File: src/c2p_pkg.sv
// Shared types, codes and the bitplane conversion function of the chunky-to-planar unit.
`default_nettype none

package c2p_pkg;

  // Frame limits
  localparam int unsigned MaxWidth  = 4096;
  localparam int unsigned MaxHeight = 4096;
  localparam int unsigned Planes    = 4;

  // Field widths
  localparam int unsigned WidthW   = 13;
  localparam int unsigned HeightW  = 13;
  localparam int unsigned StrideW  = 16;
  localparam int unsigned PitchW   = 12;
  localparam int unsigned OffsetW  = 24;
  localparam int unsigned CfgIdxW  = 3;
  localparam int unsigned CfgDataW = 16;

  // Input commands
  localparam logic CMD_START = 1'b0;
  localparam logic CMD_DATA  = 1'b1;

  // Result kinds
  localparam logic KIND_STATUS = 1'b0;
  localparam logic KIND_BLOCK  = 1'b1;

  // Status codes
  localparam logic [1:0] ST_OK          = 2'd0;
  localparam logic [1:0] ST_BAD_DIM     = 2'd1;
  localparam logic [1:0] ST_BAD_STRIDE  = 2'd2;
  localparam logic [1:0] ST_NOT_RUNNING = 2'd3;

  // Configuration register indexes
  localparam logic [CfgIdxW-1:0] REG_PIXEL_FORMAT  = 3'd0;
  localparam logic [CfgIdxW-1:0] REG_FRAME_WIDTH   = 3'd1;
  localparam logic [CfgIdxW-1:0] REG_FRAME_HEIGHT  = 3'd2;
  localparam logic [CfgIdxW-1:0] REG_SOURCE_STRIDE = 3'd3;
  localparam logic [CfgIdxW-1:0] REG_PLANE_PITCH   = 3'd4;

  typedef logic [Planes-1:0][31:0] planes_t;

  typedef struct packed {
    logic               kind;
    logic [1:0]         status;
    planes_t            planes;
    logic [OffsetW-1:0] dest_offset;
    logic               last_block;
  } result_t;

  // Gather 32 pixels from the buffered words and split them into bitplanes.
  // Packed: {b0, word} holds 32 nibbles, high nibble first.
  // Byte mode: {b0, b1, b2, word} holds 32 bytes, low nibble used.
  function automatic planes_t c2p_planes(input logic        byte_mode,
                                         input logic [63:0] b0,
                                         input logic [63:0] b1,
                                         input logic [63:0] b2,
                                         input logic [63:0] word);
    logic [127:0] packed_cat;
    logic [255:0] byte_cat;
    logic [3:0]   px;
    planes_t      pl;
    packed_cat = {b0, word};
    byte_cat   = {b0, b1, b2, word};
    pl         = '0;
    for (int i = 0; i < 32; i++) begin
      if (byte_mode) begin
        px = byte_cat[251 - 8*i -: 4];
      end else begin
        px = packed_cat[127 - 4*i -: 4];
      end
      for (int k = 0; k < Planes; k++) begin
        pl[k][31 - i] = px[k];
      end
    end
    return pl;
  endfunction

endpackage

`default_nettype wire

File: src/c2p_if.sv
// Channel interfaces of the chunky-to-planar unit: input, result and configuration write.
`default_nettype none

interface c2p_in_if;
  logic        valid;
  logic        ready;
  logic        command;
  logic [63:0] data_word;

  modport source (output valid, output command, output data_word, input ready);
  modport sink   (input valid, input command, input data_word, output ready);
endinterface

interface c2p_out_if;
  logic                          valid;
  logic                          ready;
  logic                          kind;
  logic [1:0]                    status;
  logic [31:0]                   plane_zero;
  logic [31:0]                   plane_one;
  logic [31:0]                   plane_two;
  logic [31:0]                   plane_three;
  logic [c2p_pkg::OffsetW-1:0]   dest_offset;
  logic                          last_block;

  modport source (output valid, output kind, output status, output plane_zero,
                  output plane_one, output plane_two, output plane_three,
                  output dest_offset, output last_block, input ready);
  modport sink   (input valid, input kind, input status, input plane_zero,
                  input plane_one, input plane_two, input plane_three,
                  input dest_offset, input last_block, output ready);
endinterface

interface c2p_cfg_if;
  logic                           valid;
  logic                           ready;
  logic [c2p_pkg::CfgIdxW-1:0]    reg_index;
  logic [c2p_pkg::CfgDataW-1:0]   wr_data;

  modport source (output valid, output reg_index, output wr_data, input ready);
  modport sink   (input valid, input reg_index, input wr_data, output ready);
endinterface

`default_nettype wire

File: src/c2p_out_skid.sv
// Result output register with a skid stage that takes one more result while the output stalls.
`default_nettype none

module c2p_out_skid (
  input  wire logic             clk_i,
  input  wire logic             rst_ni,
  input  wire logic             res_valid_i,
  input  wire c2p_pkg::result_t res_i,
  output logic                  res_ready_o,
  c2p_out_if.source             out_o
);

  logic             out_valid_q;
  logic             skid_valid_q;
  c2p_pkg::result_t out_q;
  c2p_pkg::result_t skid_q;
  logic             out_free;

  // Output register can load when empty or being drained this cycle
  assign out_free    = !out_valid_q || out_o.ready;
  assign res_ready_o = !skid_valid_q;

  // Control: output and skid valid flags
  always_ff @(posedge clk_i or negedge rst_ni) begin
    if (!rst_ni) begin
      out_valid_q  <= 1'b0;
      skid_valid_q <= 1'b0;
    end else if (out_free) begin
      out_valid_q  <= skid_valid_q || res_valid_i;
      skid_valid_q <= 1'b0;
    end else if (res_valid_i) begin
      skid_valid_q <= 1'b1;
    end
  end

  // Payload: advance skid into output, or park a new result in the skid
  always_ff @(posedge clk_i) begin
    if (out_free) begin
      out_q <= skid_valid_q ? skid_q : res_i;
    end else if (res_valid_i && !skid_valid_q) begin
      skid_q <= res_i;
    end
  end

  assign out_o.valid       = out_valid_q;
  assign out_o.kind        = out_q.kind;
  assign out_o.status      = out_q.status;
  assign out_o.plane_zero  = out_q.planes[0];
  assign out_o.plane_one   = out_q.planes[1];
  assign out_o.plane_two   = out_q.planes[2];
  assign out_o.plane_three = out_q.planes[3];
  assign out_o.dest_offset = out_q.dest_offset;
  assign out_o.last_block  = out_q.last_block;

endmodule

`default_nettype wire

File: src/chunky_to_planar_4bit_unit.sv
// Top level of the 4-bit chunky-to-planar converter.
//
//   channel  | dir | transaction
//   ---------+-----+--------------------------------------------------------
//   in_i     | in  | command (start / data) and one 64-bit source data word
//   out_o    | out | status response or one block of four 32-bit plane words
//   cfg_i    | in  | register index and write data, always ready
//
// One transaction is accepted per cycle while in_i.ready is high; its result, if any,
// is registered before it reaches out_o. in_i.ready drops only while the
// skid stage holds a result behind a stalled output register. Reset clears
// the configuration to its defaults and stops the frame; the word buffer has
// no reset. A packed block completes on its 2nd data word, a byte-mode block
// on its 4th.
`default_nettype none

module chunky_to_planar_4bit_unit (
  input  wire logic  clk_i,
  input  wire logic  rst_ni,
  c2p_in_if.sink     in_i,
  c2p_out_if.source  out_o,
  c2p_cfg_if.sink    cfg_i
);

  // Configuration registers
  logic                          fmt_q;
  logic [c2p_pkg::WidthW-1:0]    width_q;
  logic [c2p_pkg::HeightW-1:0]   height_q;
  logic [c2p_pkg::StrideW-1:0]   stride_q;
  logic [c2p_pkg::PitchW-1:0]    pitch_q;

  // Frame state
  logic                          running_q, running_d;
  logic [1:0]                    wc_q, wc_d;
  logic [6:0]                    blk_q, blk_d;
  logic [11:0]                   row_q, row_d;
  logic [c2p_pkg::OffsetW-1:0]   base_q, base_d;
  logic [63:0]                   buf_q [3];

  logic                          in_fire;
  logic                          res_valid;
  logic                          res_ready;
  c2p_pkg::result_t              res;
  logic                          buf_we;
  logic [1:0]                    buf_idx;
  logic [1:0]                    check_code;
  logic [c2p_pkg::WidthW-1:0]    need_bytes;
  logic [7:0]                    blocks;
  logic                          row_end;
  logic                          frame_end;
  logic                          block_done;

  assign cfg_i.ready = 1'b1;
  assign in_i.ready  = res_ready;
  assign in_fire     = in_i.valid && res_ready;

  // Configuration writes; unknown indexes are dropped
  always_ff @(posedge clk_i or negedge rst_ni) begin
    if (!rst_ni) begin
      fmt_q    <= 1'b0;
      width_q  <= c2p_pkg::WidthW'(32);
      height_q <= c2p_pkg::HeightW'(1);
      stride_q <= c2p_pkg::StrideW'(16);
      pitch_q  <= c2p_pkg::PitchW'(4);
    end else if (cfg_i.valid) begin
      unique case (cfg_i.reg_index)
        c2p_pkg::REG_PIXEL_FORMAT:  fmt_q    <= cfg_i.wr_data[0];
        c2p_pkg::REG_FRAME_WIDTH:   width_q  <= cfg_i.wr_data[c2p_pkg::WidthW-1:0];
        c2p_pkg::REG_FRAME_HEIGHT:  height_q <= cfg_i.wr_data[c2p_pkg::HeightW-1:0];
        c2p_pkg::REG_SOURCE_STRIDE: stride_q <= cfg_i.wr_data[c2p_pkg::StrideW-1:0];
        c2p_pkg::REG_PLANE_PITCH:   pitch_q  <= cfg_i.wr_data[c2p_pkg::PitchW-1:0];
        default: ;
      endcase
    end
  end

  // Frame geometry check: dimensions first, then strides
  assign need_bytes = fmt_q ? width_q : {1'b0, width_q[c2p_pkg::WidthW-1:1]};
  always_comb begin
    if (width_q == '0 || height_q == '0 || width_q[4:0] != 5'd0 ||
        width_q > c2p_pkg::WidthW'(c2p_pkg::MaxWidth) ||
        height_q > c2p_pkg::HeightW'(c2p_pkg::MaxHeight)) begin
      check_code = c2p_pkg::ST_BAD_DIM;
    end else if (stride_q < {3'd0, need_bytes} ||
                 pitch_q < {2'd0, width_q[c2p_pkg::WidthW-1:3]}) begin
      check_code = c2p_pkg::ST_BAD_STRIDE;
    end else begin
      check_code = c2p_pkg::ST_OK;
    end
  end

  // Block and row position
  assign blocks     = width_q[c2p_pkg::WidthW-1:5];
  assign row_end    = ({1'b0, blk_q} + 8'd1) >= blocks;
  assign frame_end  = row_end && (({1'b0, row_q} + 13'd1) >= height_q);
  assign block_done = fmt_q ? (wc_q == 2'd3) : (wc_q != 2'd0);
  assign buf_idx    = (wc_q == 2'd3) ? 2'd0 : wc_q;

  // Next state and result
  always_comb begin
    running_d = running_q;
    wc_d      = wc_q;
    blk_d     = blk_q;
    row_d     = row_q;
    base_d    = base_q;
    buf_we    = 1'b0;
    res_valid = 1'b0;
    res       = '0;
    if (in_fire) begin
      if (in_i.command == c2p_pkg::CMD_START) begin
        running_d  = (check_code == c2p_pkg::ST_OK);
        wc_d       = 2'd0;
        blk_d      = '0;
        row_d      = '0;
        base_d     = '0;
        res_valid  = 1'b1;
        res.kind   = c2p_pkg::KIND_STATUS;
        res.status = check_code;
      end else if (!running_q) begin
        res_valid  = 1'b1;
        res.kind   = c2p_pkg::KIND_STATUS;
        res.status = c2p_pkg::ST_NOT_RUNNING;
      end else if (!block_done) begin
        buf_we = 1'b1;
        wc_d   = wc_q + 2'd1;
      end else begin
        res_valid       = 1'b1;
        res.kind        = c2p_pkg::KIND_BLOCK;
        res.status      = c2p_pkg::ST_OK;
        res.planes      = c2p_pkg::c2p_planes(fmt_q, buf_q[0], buf_q[1], buf_q[2],
                                              in_i.data_word);
        res.dest_offset = base_q + {15'd0, blk_q, 2'b00};
        res.last_block  = frame_end;
        wc_d            = 2'd0;
        if (frame_end) begin
          running_d = 1'b0;
          blk_d     = '0;
          row_d     = '0;
          base_d    = '0;
        end else if (row_end) begin
          blk_d  = '0;
          row_d  = row_q + 12'd1;
          base_d = base_q + {12'd0, pitch_q};
        end else begin
          blk_d = blk_q + 7'd1;
        end
      end
    end
  end

  // Hold frame state
  always_ff @(posedge clk_i or negedge rst_ni) begin
    if (!rst_ni) begin
      running_q <= 1'b0;
      wc_q      <= 2'd0;
      blk_q     <= '0;
      row_q     <= '0;
      base_q    <= '0;
    end else begin
      running_q <= running_d;
      wc_q      <= wc_d;
      blk_q     <= blk_d;
      row_q     <= row_d;
      base_q    <= base_d;
    end
  end

  // Buffer partial-block words
  always_ff @(posedge clk_i) begin
    if (buf_we) begin
      buf_q[buf_idx] <= in_i.data_word;
    end
  end

  c2p_out_skid u_out_skid (
    .clk_i       (clk_i),
    .rst_ni      (rst_ni),
    .res_valid_i (res_valid),
    .res_i       (res),
    .res_ready_o (res_ready),
    .out_o       (out_o)
  );

endmodule

`default_nettype wire

File: src/flat_wrapper.sv
// flat-port wrapper written by rule: the top's interface ports become plain ports
module chunky_to_planar_4bit_unit_flat 
  (clk_i, rst_ni, in_i_valid, in_i_command, in_i_data_word, in_i_ready, out_o_valid, out_o_kind, out_o_status, out_o_plane_zero, out_o_plane_one, out_o_plane_two, out_o_plane_three, out_o_dest_offset, out_o_last_block, out_o_ready, cfg_i_valid, cfg_i_reg_index, cfg_i_wr_data, cfg_i_ready);
  c2p_in_if in_i_i ();
  c2p_out_if out_o_i ();
  c2p_cfg_if cfg_i_i ();
  input  wire logic clk_i;
  input  wire logic rst_ni;
  input wire logic [$bits(in_i_i.valid)-1:0] in_i_valid;
  input wire logic [$bits(in_i_i.command)-1:0] in_i_command;
  input wire logic [$bits(in_i_i.data_word)-1:0] in_i_data_word;
  output wire logic [$bits(in_i_i.ready)-1:0] in_i_ready;
  output wire logic [$bits(out_o_i.valid)-1:0] out_o_valid;
  output wire logic [$bits(out_o_i.kind)-1:0] out_o_kind;
  output wire logic [$bits(out_o_i.status)-1:0] out_o_status;
  output wire logic [$bits(out_o_i.plane_zero)-1:0] out_o_plane_zero;
  output wire logic [$bits(out_o_i.plane_one)-1:0] out_o_plane_one;
  output wire logic [$bits(out_o_i.plane_two)-1:0] out_o_plane_two;
  output wire logic [$bits(out_o_i.plane_three)-1:0] out_o_plane_three;
  output wire logic [$bits(out_o_i.dest_offset)-1:0] out_o_dest_offset;
  output wire logic [$bits(out_o_i.last_block)-1:0] out_o_last_block;
  input wire logic [$bits(out_o_i.ready)-1:0] out_o_ready;
  input wire logic [$bits(cfg_i_i.valid)-1:0] cfg_i_valid;
  input wire logic [$bits(cfg_i_i.reg_index)-1:0] cfg_i_reg_index;
  input wire logic [$bits(cfg_i_i.wr_data)-1:0] cfg_i_wr_data;
  output wire logic [$bits(cfg_i_i.ready)-1:0] cfg_i_ready;
  assign in_i_i.valid = in_i_valid;
  assign in_i_i.command = in_i_command;
  assign in_i_i.data_word = in_i_data_word;
  assign in_i_ready = in_i_i.ready;
  assign out_o_valid = out_o_i.valid;
  assign out_o_kind = out_o_i.kind;
  assign out_o_status = out_o_i.status;
  assign out_o_plane_zero = out_o_i.plane_zero;
  assign out_o_plane_one = out_o_i.plane_one;
  assign out_o_plane_two = out_o_i.plane_two;
  assign out_o_plane_three = out_o_i.plane_three;
  assign out_o_dest_offset = out_o_i.dest_offset;
  assign out_o_last_block = out_o_i.last_block;
  assign out_o_i.ready = out_o_ready;
  assign cfg_i_i.valid = cfg_i_valid;
  assign cfg_i_i.reg_index = cfg_i_reg_index;
  assign cfg_i_i.wr_data = cfg_i_wr_data;
  assign cfg_i_ready = cfg_i_i.ready;
  chunky_to_planar_4bit_unit u_core (.clk_i(clk_i), .rst_ni(rst_ni), .in_i(in_i_i), .out_o(out_o_i), .cfg_i(cfg_i_i));
endmodule
File: config.mk
export PLATFORM = sky130hd
export DESIGN_NAME = chunky_to_planar_4bit_unit_flat
export DESIGN_NICKNAME = d
export VERILOG_FILES = /design/src/c2p_pkg.sv /design/src/c2p_if.sv /design/src/c2p_out_skid.sv /design/src/chunky_to_planar_4bit_unit.sv /design/src/flat_wrapper.sv
export SDC_FILE = /design/constraint.sdc
export NUM_CORES = 1
export LEC_CHECK = 0
export BUFFER_PORTS_ARGS = -buffer_cell sky130_fd_sc_hd__buf_2
export CAP_MARGIN = 25
export CORE_MARGIN = 2
export CORE_UTILIZATION = 46
export CTS_BUF_LIST = sky130_fd_sc_hd__clkbuf_8 sky130_fd_sc_hd__clkbuf_16
export CTS_CLUSTER_DIAMETER = 50
export DETAILED_ROUTE_END_ITERATION = 16
export PLACE_DENSITY = 0.66
export SYNTH_ARGS = -nofsm -noshare
export SYNTH_HDL_FRONTEND = slang
export SYNTH_HIERARCHICAL = 1
export SYNTH_SLANG_ARGS = --single-unit
File: constraint.sdc
create_clock -name clk_i -period 24.1 [get_ports clk_i]
set_input_delay 4.82 -clock clk_i [delete_from_list [all_inputs] [get_ports clk_i]]
set_output_delay 4.82 -clock clk_i [all_outputs]
set_load 0.05 [all_outputs]
### Word-level counts from Yosys, hierarchy flattened

Memory sizes are Yosys's and may differ from the RTL's.
Cells that the tools add are included.

| cells by class | value |
|---|---|
| add/subtract/negate cells | 7 |
| $lt $le $gt $ge | 6 |
| eq/ne operators | 8 |
| mux-type cells | 77 |
| bitwise logic cells | 1 |
| reductions and logical operators | 28 |

Operator list:

| kind | number |
|---|---|
| $mux W156 | 3 |
| $mux W153 | 2 |
| $mux W4 | 31 |
| $mux W24 | 5 |
| $mux W12 | 5 |
| $mux W7 | 5 |
| $gt A13 B13 Y1 const B | 2 |
| $logic_not A13 Y1 | 2 |
| $add A24 B12 Y24 | 1 |
| $add A24 B9 Y24 | 1 |
| $mux W1 | 17 |
| $lt A16 B13 Y1 | 1 |
| $reduce_and A2 Y1 | 7 |
| $add A12 B1 Y13 const B | 1 |
| $ge A13 B13 Y1 | 1 |
| $mux W13 | 1 |
| $add A12 B1 Y12 const B | 1 |
| $lt A12 B10 Y1 | 1 |
| $mux W2 | 6 |
| $add A7 B1 Y8 const B | 1 |
| $ge A8 B8 Y1 | 1 |
| $add A7 B1 Y7 const B | 1 |
| $logic_or A1 B1 Y1 | 7 |
| $eq A3 B2 Y1 const B | 2 |
| 16 further kinds | 22 |

| word-level totals | value |
|---|---|
| register bits after elaboration | 415 |
| bits in writable memories | 192 |
| input bits | 89 |
| output and inout bits | 159 |
| logic and storage cells | 156 |
| memories | 1 |

Memories:

| memory | words | width | read ports | clocked after memory_dff | wr ports | line | RTL |
|---|---|---|---|---|---|---|---|
| u_core.buf_q | 3 | 64 | 3 | 0 | 1 | chunky_to_planar_4bit_unit.sv:38 | `logic [63:0] buf_q [3];` |

### Depth between registers and ports, before layout

Gate-level depths: netlist of run 1.

| depth | value |
|---|---|
| word-level depth | 9 |
| depth in mapped cells | 17 |
| depth with buffers taken out | 14 |

### Cells and area by module

The synthesis of run 1 kept the hierarchy.

By module, submodules not included:

| module | times used | cells each | area an instance (um^2) | seq. area each (um^2) |
|---|---|---|---|---|
| chunky_to_planar_4bit_unit | 1 | 1114 | 12429.4 | 6376.1 |
| c2p_out_skid | 1 | 494 | 11757.5 | 9419.0 |

### Least setup slack after synthesis of run 1

OpenSTA, ideal clock, no wires.

| path | value |
|---|---|
| path type | input -> register |
| start point | input out_o_ready |
| end point | register u_core/u_out_skid/skid_q[0] (netlist bit) (enable) |
| library setup time | 0.894 ns |
| data arrival time | 20.497 ns |
| required time | 23.206 ns |
| setup slack | 2.709 ns |
| stages | 2 |
| path buffers | 0 |
| path through | nand2b_1 -> nor3b_1 |

| on the way | value |
|---|---|
| longest elaborated chain between the ends | 3 |

Ends and longest elaborated chain:

| element | line | RTL |
|---|---|---|
| start, declared | flat_wrapper.sv:22 | `input wire logic [$bits(out_o_i.ready)-1:0] out_o_ready;` |
| $logic_or A1 B1 Y1 | c2p_out_skid.sv:20 | `assign out_free = !out_valid_q \|\| out_o.ready;` |
| $not A1 Y1 (no source line) | n/a |  |
| $reduce_and A2 Y1 (no source line) | n/a |  |
| end signal, assigned | c2p_out_skid.sv:41 | `skid_q <= res_i;` |
| end, declared | c2p_out_skid.sv:16 | `c2p_pkg::result_t skid_q;` |

No other way between the ends.
A chain may end at the register's enable or synchronous reset.

==> key figures, run 1 <==
Placement
  – Post-Place Setup Slack: 16.54 ns
  – # port buffers: 246
  – GP Congestion: 0.7949
  – Placed Cells: 2,491
  – Final HPWL DP: 33,800 µm
  – Post-DP Area: 26,120 µm²

Synth
  – Top_reg_cell synth: edfxtp_1
  – Syn Inst Count: 1,608
  – Simple-gate portion of the synthesized area: 6.518%
  – Adder-cell share of the synthesized area: 3.631%
  – Synth Area in Compound Gates: 4.082%
  – Syn nets: 1,766
  – Register area share after synthesis: 65.30%
  – Synth Area in XOR/XNOR: 1.811%
  – Syn Area/Cell: 15.04 µm²
  – Yosys warning total: 6
  – Mux contribution to synthesized area: 16.33%
  – Cell area after synthesis: 24,190 µm²
  – FFs w/ async S/R, synth: 18.97%
  – Count of cell types in the netlist: 62
  – Main combinational cell family by area after synthesis: multiplexers
  – Post-synth EDFFs: 440
  – Post-synthesis register bit count: 543

Die
  – DIE HEIGHT: 233.3 µm
  – Core ar.: 52,240 µm²
  – Rows: 84
  – Die W: 233.3 µm
  – Total Die Area: 54,430 µm²
  – Initial Utilization: 46.30%
  – I/O pin count: 248

Clocking
  – CTS hold repair buffers: 0
  – H-tree depth: 2
  – Clock tree from TritonCTS: yes
  – CTS Sinks: 543
  – Post-cts resize count: 0
  – Clk root buf: clkbuf_16
  – Clk pin slew, worst setup/hold paths: 0.06 ns
  – Clk buf depth: 3
  – Post-CTS setup buffer count: 0
  – CTS Buf Count: 58
  – Later-pin clock latency in the skew report: 0.61 ns

Setup path
  – Data arrival, critical path: 7.33 ns
  – Worst reg2reg path depth: 6
  – Critical Path End Type: flip-flop
  – CP required: 24.46 ns
  – Critical path type: input pin to flip-flop
  – Startpoint Class: input pin
  – Critical path peak fanout: 79

Drt
  – Antenna Violating Nets Remaining: 0
  – Via count of the routed design: 13,870
  – Vias per cell: 5.342
  – Drt pass-1 iters: 7
  – DRC: 0
  – Starting DRT DRC Count: 1,024
  – WL/cell: 20.05 µm
  – Total wire length: 52,060 µm

STA
  – Setup violators final: 0
  – RSZ-0062 raised after global routing: no
  – Final period utilization: 28.92%
  – Max_slew headroom: 31.85%
  – Layout Skew: 0.02059 ns
  – Worst-Margin Slew: 1.022 ns
  – PnR worst setup slack: 17.13 ns
  – Period minus WS final: 6.970 ns
  – F_max: 143.5 MHz
  – Setup TNS: 0 ns
  – Slew Viols, Final: 0
  – Final hold vios: 0

Finish
  – FILL cells: 4,290
  – Final core occ: 53.47%
  – Fraction of layout cells with a size suffix above 1: 29.30%
  – P&R area growth vs syn: 15.47%
  – Fin cells: 2,597
  – # nets final: 2,021
  – Final Cell Area: 27,930 µm²

Global routing
  – GRT Overall Usage: 19.06%
  – Pin count of the biggest net entering global routing: 157
  – First-pass GRT wire length: 79,870 µm
  – Grt ovf: 0
  – Vias in the first global route: 13,770
  – Antenna violations before repair: 1

Power
  – Leak: 11.49 nW
  – Peak supply drop: 53.62 µV
  – Clock power frac: 29.2%
  – Net Sw Frac: 33.85%
  – Flop pwr share: 44.6%
  – PwrDens: 102.5 nW/µm²
  – Comb power frac: 26.2%
  – Switching power: 0.0009695 W
  – P_int: 0.001894 W

Min path
  – Hold Path Stages: 1
  – Worst Hold Class: flip-flop to flip-flop

Outcome
  – Status: completed

Job
  – MaxCap Viol Count: 0
[cells in the mapped netlist (4+ instances only)]
master / number / area, µm²
a21o_1: 17 / 127.6
a21oi_1: 40 / 200.2
a22o_1: 21 / 183.9
a31oi_1: 5 / 31.28
and2_1: 12 / 75.07
and3_1: 11 / 68.82
buf_2: 18 / 90.09
buf_6: 16 / 180.2
clkbuf_1: 32 / 120.1
dfrtp_1: 99 / 2477
dfstp_2: 4 / 105.1
edfxtp_1: 440 / 13210
ha_1: 67 / 838.3
inv_1: 38 / 142.6
mux2_2: 91 / 1025
mux2_4: 100 / 1501
mux2i_1: 141 / 1411
nand2_1: 66 / 247.7
nand2b_1: 9 / 56.30
nand3_1: 18 / 90.09
nand4_1: 5 / 31.28
nor2_1: 179 / 671.9
nor2b_1: 5 / 31.28
nor3_1: 15 / 75.07
nor4_1: 9 / 56.30
o21ai_0: 43 / 215.2
or3_1: 9 / 56.30
xnor2_1: 32 / 280.3
xor2_1: 18 / 157.7
[stage by stage]
stage	power [W]	hold WS [ns]
2_1_floorplan	0.001881	0.4701
3_3_place_gp	0.002038	0.4837
3_5_place_dp	0.002054	0.4903
4_1_cts	0.002897	0.5031
5_1_grt	0.002991	0.5179
6_report	0.002864	0.4976
[cell usage in the layout (no fill, tap or decap), drive strengths merged, types with 5 or more instances in the layout]
cell    instances
mux2i         141
a31oi           5
inv            60
and2           12
a22o           21
nor2          179
nand2b          9
edfxtp        440
a21oi          40
xnor2          32
nor4           11
a21o           17
ha             67
nand3          19
or3            10
and3           11
clkbuf         61
nor2b           5
dfrtp          99
xor2           18
clkinv         20
nand2          66
buf           265
o21ai          47
mux2          192
nand4           5
nor3           15
[power groups by stage]
| stage | clock network, W | logic, W | registers (W) |
|---|---|---|---|
| final | 0.000837 | 0.000750 | 0.00128 |
| after global routing | 0.000900 | 0.000799 | 0.00129 |
| after CTS | 0.000859 | 0.000759 | 0.00128 |
| after detailed placement | 0 | 0.000757 | 0.00130 |
| after global placement | 0 | 0.000744 | 0.00129 |
| after floorplan | 0 | 0.000323 | 0.00156 |
[worst max-delay path: stages]
cell and delay, ns:
buf_2 0.15, nand2_1 0.18, or3_4 0.70, buf_4 0.81
nor2_1 0.18, mux2_2 0.31
[final cells by class]
cell class | instances | area, µm² | share of cell area [%]
clock inverter | 44 | 310.3 | 1.111
tap | 688 | 860.8 | 3.082
clock buffer | 61 | 1493 | 5.344
antenna | 1 | 2.502 | 0.008960
sequential | 543 | 15800 | 56.58
timing repair buffer | 265 | 1458 | 5.219
inverter | 39 | 146.4 | 0.5241
multi-input combinational | 956 | 7856 | 28.13
[registers in the layout (all words and copies together), names as in the netlist, 2 cells and up]
register,cells
u_core/u_out_skid/out_o.status,2
u_core/blk_q,7
u_core/width_q,13
u_core/wc_q,2
u_core/u_out_skid/out_o.plane_two,32
u_core/u_out_skid/out_o.dest_offset,24
u_core/u_out_skid/out_o.plane_zero,32
u_core/u_out_skid/out_o.plane_one,32
u_core/row_q,12
u_core/buf_q,128
u_core/stride_q,16
u_core/base_q,24
u_core/pitch_q,12
u_core/u_out_skid/skid_q,156
u_core/u_out_skid/out_o.plane_three,32
u_core/height_q,13
[per-layer routing]
metal,routed length [µm],part of all wire (%),GRT usage [%]
met1,22460,43,25.87
met2,25750,49,31.94
met3,2820,5.4,3.198
met4,1016,2.0,4.757
met5,13,0.025,0
[final timing paths]
check	start	end	slack, ns
min in group asynchronous	rst_ni	u_core/u_out_skid/out_o.valid$_DFFE_PN0P_	4.22
worst max-delay path	in_i_command	u_core/u_out_skid/out_o.plane_zero[17]$_DFFE_PP_	17.13
worst min-delay path	u_core/stride_q[14]$_DFFE_PN0P_	u_core/stride_q[14]$_DFFE_PN0P_	0.50
worst max register to register	u_core/u_out_skid/skid_valid_q$_DFFE_PN0P_	u_core/u_out_skid/out_o.plane_zero[17]$_DFFE_PP_	20.46
max in group asynchronous	rst_ni	u_core/u_out_skid/skid_valid_q$_DFFE_PN0P_	18.63
worst min register to register	u_core/stride_q[14]$_DFFE_PN0P_	u_core/stride_q[14]$_DFFE_PN0P_	0.50
[cell families after synthesis]
group | after synthesis
AO/OA/AOI/OAI | 153
XOR/XNOR | 50
adder cells (fa/ha/maj) | 69
buffers and inverters | 109
flip-flops | 543
multiplexers | 333
other | 1
AND/OR/NAND/NOR | 350
(Power assumes the default switching activity.)
==> run 2, diff against run 1 <==
- clock period: 24.1 -> 6.5 ns (I/O delays scaled with it)
==> run 2 against run 1 <==
Non-clock buffer count increased by 2. Design area increased by 0.62%. First-iteration DRC count down 27%. Worst setup slack worse by 14 ns. Sequential power rose to 3.7 times the previous value. Wire length shrank 0.36%. Sequential cell count did not move. Sequential share of layout area is 0.35 points lower. Critical path depth is 1 lower. Largest cell class unchanged.
==> key figures, run 2 (synthesis results as in run 1) <==
Outcome
  – Status: completed

Placement
  – Post-Place Setup Slack: 2.396 ns
  – GP Congestion: 0.8002
  – Final HPWL DP: 33,310 µm
  – Post-DP Area: 26,090 µm²
  – # port buffers: 246

Setup path
  – CP top delay family: flip-flops
  – CP max stage delay: 1.01 ns
  – R2r endpoint: u_core/u_out_skid/out_o.plane_one[19]$_DFFE_PP_
  – Startpoint Class: flip-flop
  – CP required: 6.86 ns
  – Data arrival, critical path: 4.20 ns
  – Slowest CP cell: dfrtp_4
  – R2R setup slack: 2.66 ns
  – Worst-path cell chain: mux2i_1 > or3_4 > buf_4 > nor2_1 > mux2_4
  – FF-to-FF Start: u_core/fmt_q$_DFFE_PN0P_
  – Worst path bufs/invs: 1
  – Worst reg2reg path depth: 5
  – Critical path type: flip-flop to flip-flop
  – Critical path peak fanout: 81
  – Critical Path End Type: flip-flop

Clocking
  – Post-CTS setup buffer count: 0
  – Later-pin clock latency in the skew report: 0.62 ns
  – CTS hold repair buffers: 0
  – CTS Sinks: 543
  – Clk pin slew, worst setup/hold paths: 0.06 ns
  – CTS Buf Count: 59
  – H-tree depth: 2
  – Clk root buf: clkbuf_16
  – Clock tree from TritonCTS: yes
  – Post-cts resize count: 0
  – Clk buf depth: 3

Finish
  – Reg with most FFs: u_core/u_out_skid/skid_q
  – Final Cell Area: 28,100 µm²
  – Largest registers: u_core/u_out_skid/skid_q x156, u_core/buf_q x128
  – FILL cells: 4,280
  – Largest register FFs: 156
  – Final core occ: 53.80%
  – Commonest non-fill, non-tap cell in the layout: edfxtp_1
  – # nets final: 2,024
  – Fraction of layout cells with a size suffix above 1: 29.69%
  – P&R area growth vs syn: 16.19%
  – Most frequent cells in the layout: 440 x edfxtp_1, 245 x buf_2, 179 x nor2_1, 141 x mux2i_1, 100 x mux2_4

STA
  – Worst-Margin Slew: 1.040 ns
  – Setup TNS: 0 ns
  – PnR worst setup slack: 2.663 ns
  – F_max: 260.6 MHz
  – Slew Viols, Final: 0
  – Layout Skew: 0.02498 ns
  – Final hold vios: 0
  – Setup violators final: 0
  – Final period utilization: 59.03%
  – Period minus WS final: 3.837 ns
  – RSZ-0062 raised after global routing: no
  – Max_slew headroom: 30.69%

Job
  – MaxCap Viol Count: 0

Global routing
  – Antenna violations before repair: 1
  – First-pass GRT wire length: 79,470 µm
  – GRT Overall Usage: 18.95%
  – Grt ovf: 0
  – Vias in the first global route: 13,970
  – Pin count of the biggest net entering global routing: 157

Drt
  – Starting DRT DRC Count: 752
  – Drt pass-1 iters: 5
  – WL/cell: 19.93 µm
  – DRC: 0
  – Vias per cell: 5.316
  – Via count of the routed design: 13,840
  – Total wire length: 51,870 µm
  – Antenna Violating Nets Remaining: 0

Power
  – Leak: 11.54 nW
  – PwrDens: 385.5 nW/µm²
  – Peak supply drop: 201.3 µV
  – Total power draw: 0.01083 W

Die
  – Die W: 233.3 µm
  – Core ar.: 52,240 µm²
  – DIE HEIGHT: 233.3 µm
  – I/O pin count: 248
  – Total Die Area: 54,430 µm²
  – Rows: 84
  – Initial Utilization: 46.30%

Min path
  – Worst Hold Class: input pin to asynchronous set/reset pin
[run 2: final cells by class]
type / instances / area (µm²) / area share, %
diodes: 2 / 5.005 / 0.01781
flip-flops and latches: 543 / 15800 / 56.23
clock buffers: 59 / 1476 / 5.254
multi-input cells: 956 / 7863 / 27.98
repair buffers: 267 / 1496 / 5.325
clock inverters: 49 / 452.9 / 1.612
inverters: 39 / 146.4 / 0.5209
well taps: 688 / 860.8 / 3.063
[run 2: power breakdown]
group	total, W	internal [W]	switching, W	leakage, nW
Sequential	0.00476	0.00445	0.000307	5.64
Combinational	0.00280	0.000843	0.00196	4.93
Clock	0.00327	0.00190	0.00138	0.968
Total	0.0108	0.00719	0.00364	11.5
[run 2: routing by layer]
metal  vias up  share of wire, %  GRT usage, %
met5         -                 0             0
met3        76               5.5         3.125
met4         0               1.9         4.896
met2       327                49         31.62
li1       6499                 -             -
met1      6936                44         25.81
[run 2: worst max-delay path by stage]
stage	from	end	slack, ns	depth (start not counted)
6_report	u_core/fmt_q$_DFFE_PN0P_	u_core/u_out_skid/out_o.plane_one[19]$_DFFE_PP_	2.66	5
5_1_grt	u_core/fmt_q$_DFFE_PN0P_	u_core/u_out_skid/out_o.dest_offset[8]$_DFFE_PP_	2.38	5
4_1_cts	u_core/fmt_q$_DFFE_PN0P_	u_core/u_out_skid/out_o.plane_one[7]$_DFFE_PP_	2.63	5
3_5_place_dp	in_i_command	u_core/u_out_skid/out_o.plane_one[7]$_DFFE_PP_	2.40	6
3_3_place_gp	in_i_command	u_core/u_out_skid/out_o.plane_one[15]$_DFFE_PP_	2.47	6
2_1_floorplan	out_o_ready	u_core/u_out_skid/skid_q[0]$_DFFE_PP_	-8.30	2
[run 2: through the flow]
stage | hold WS (ns) | std cells
after floorplan | 0.4701 | 1608
after global placement | 0.4859 | 2487
after detailed placement | 0.4905 | 2490
after CTS | 0.5022 | 2598
after global routing | 0.4737 | 2602
final | 0.4988 | 2603
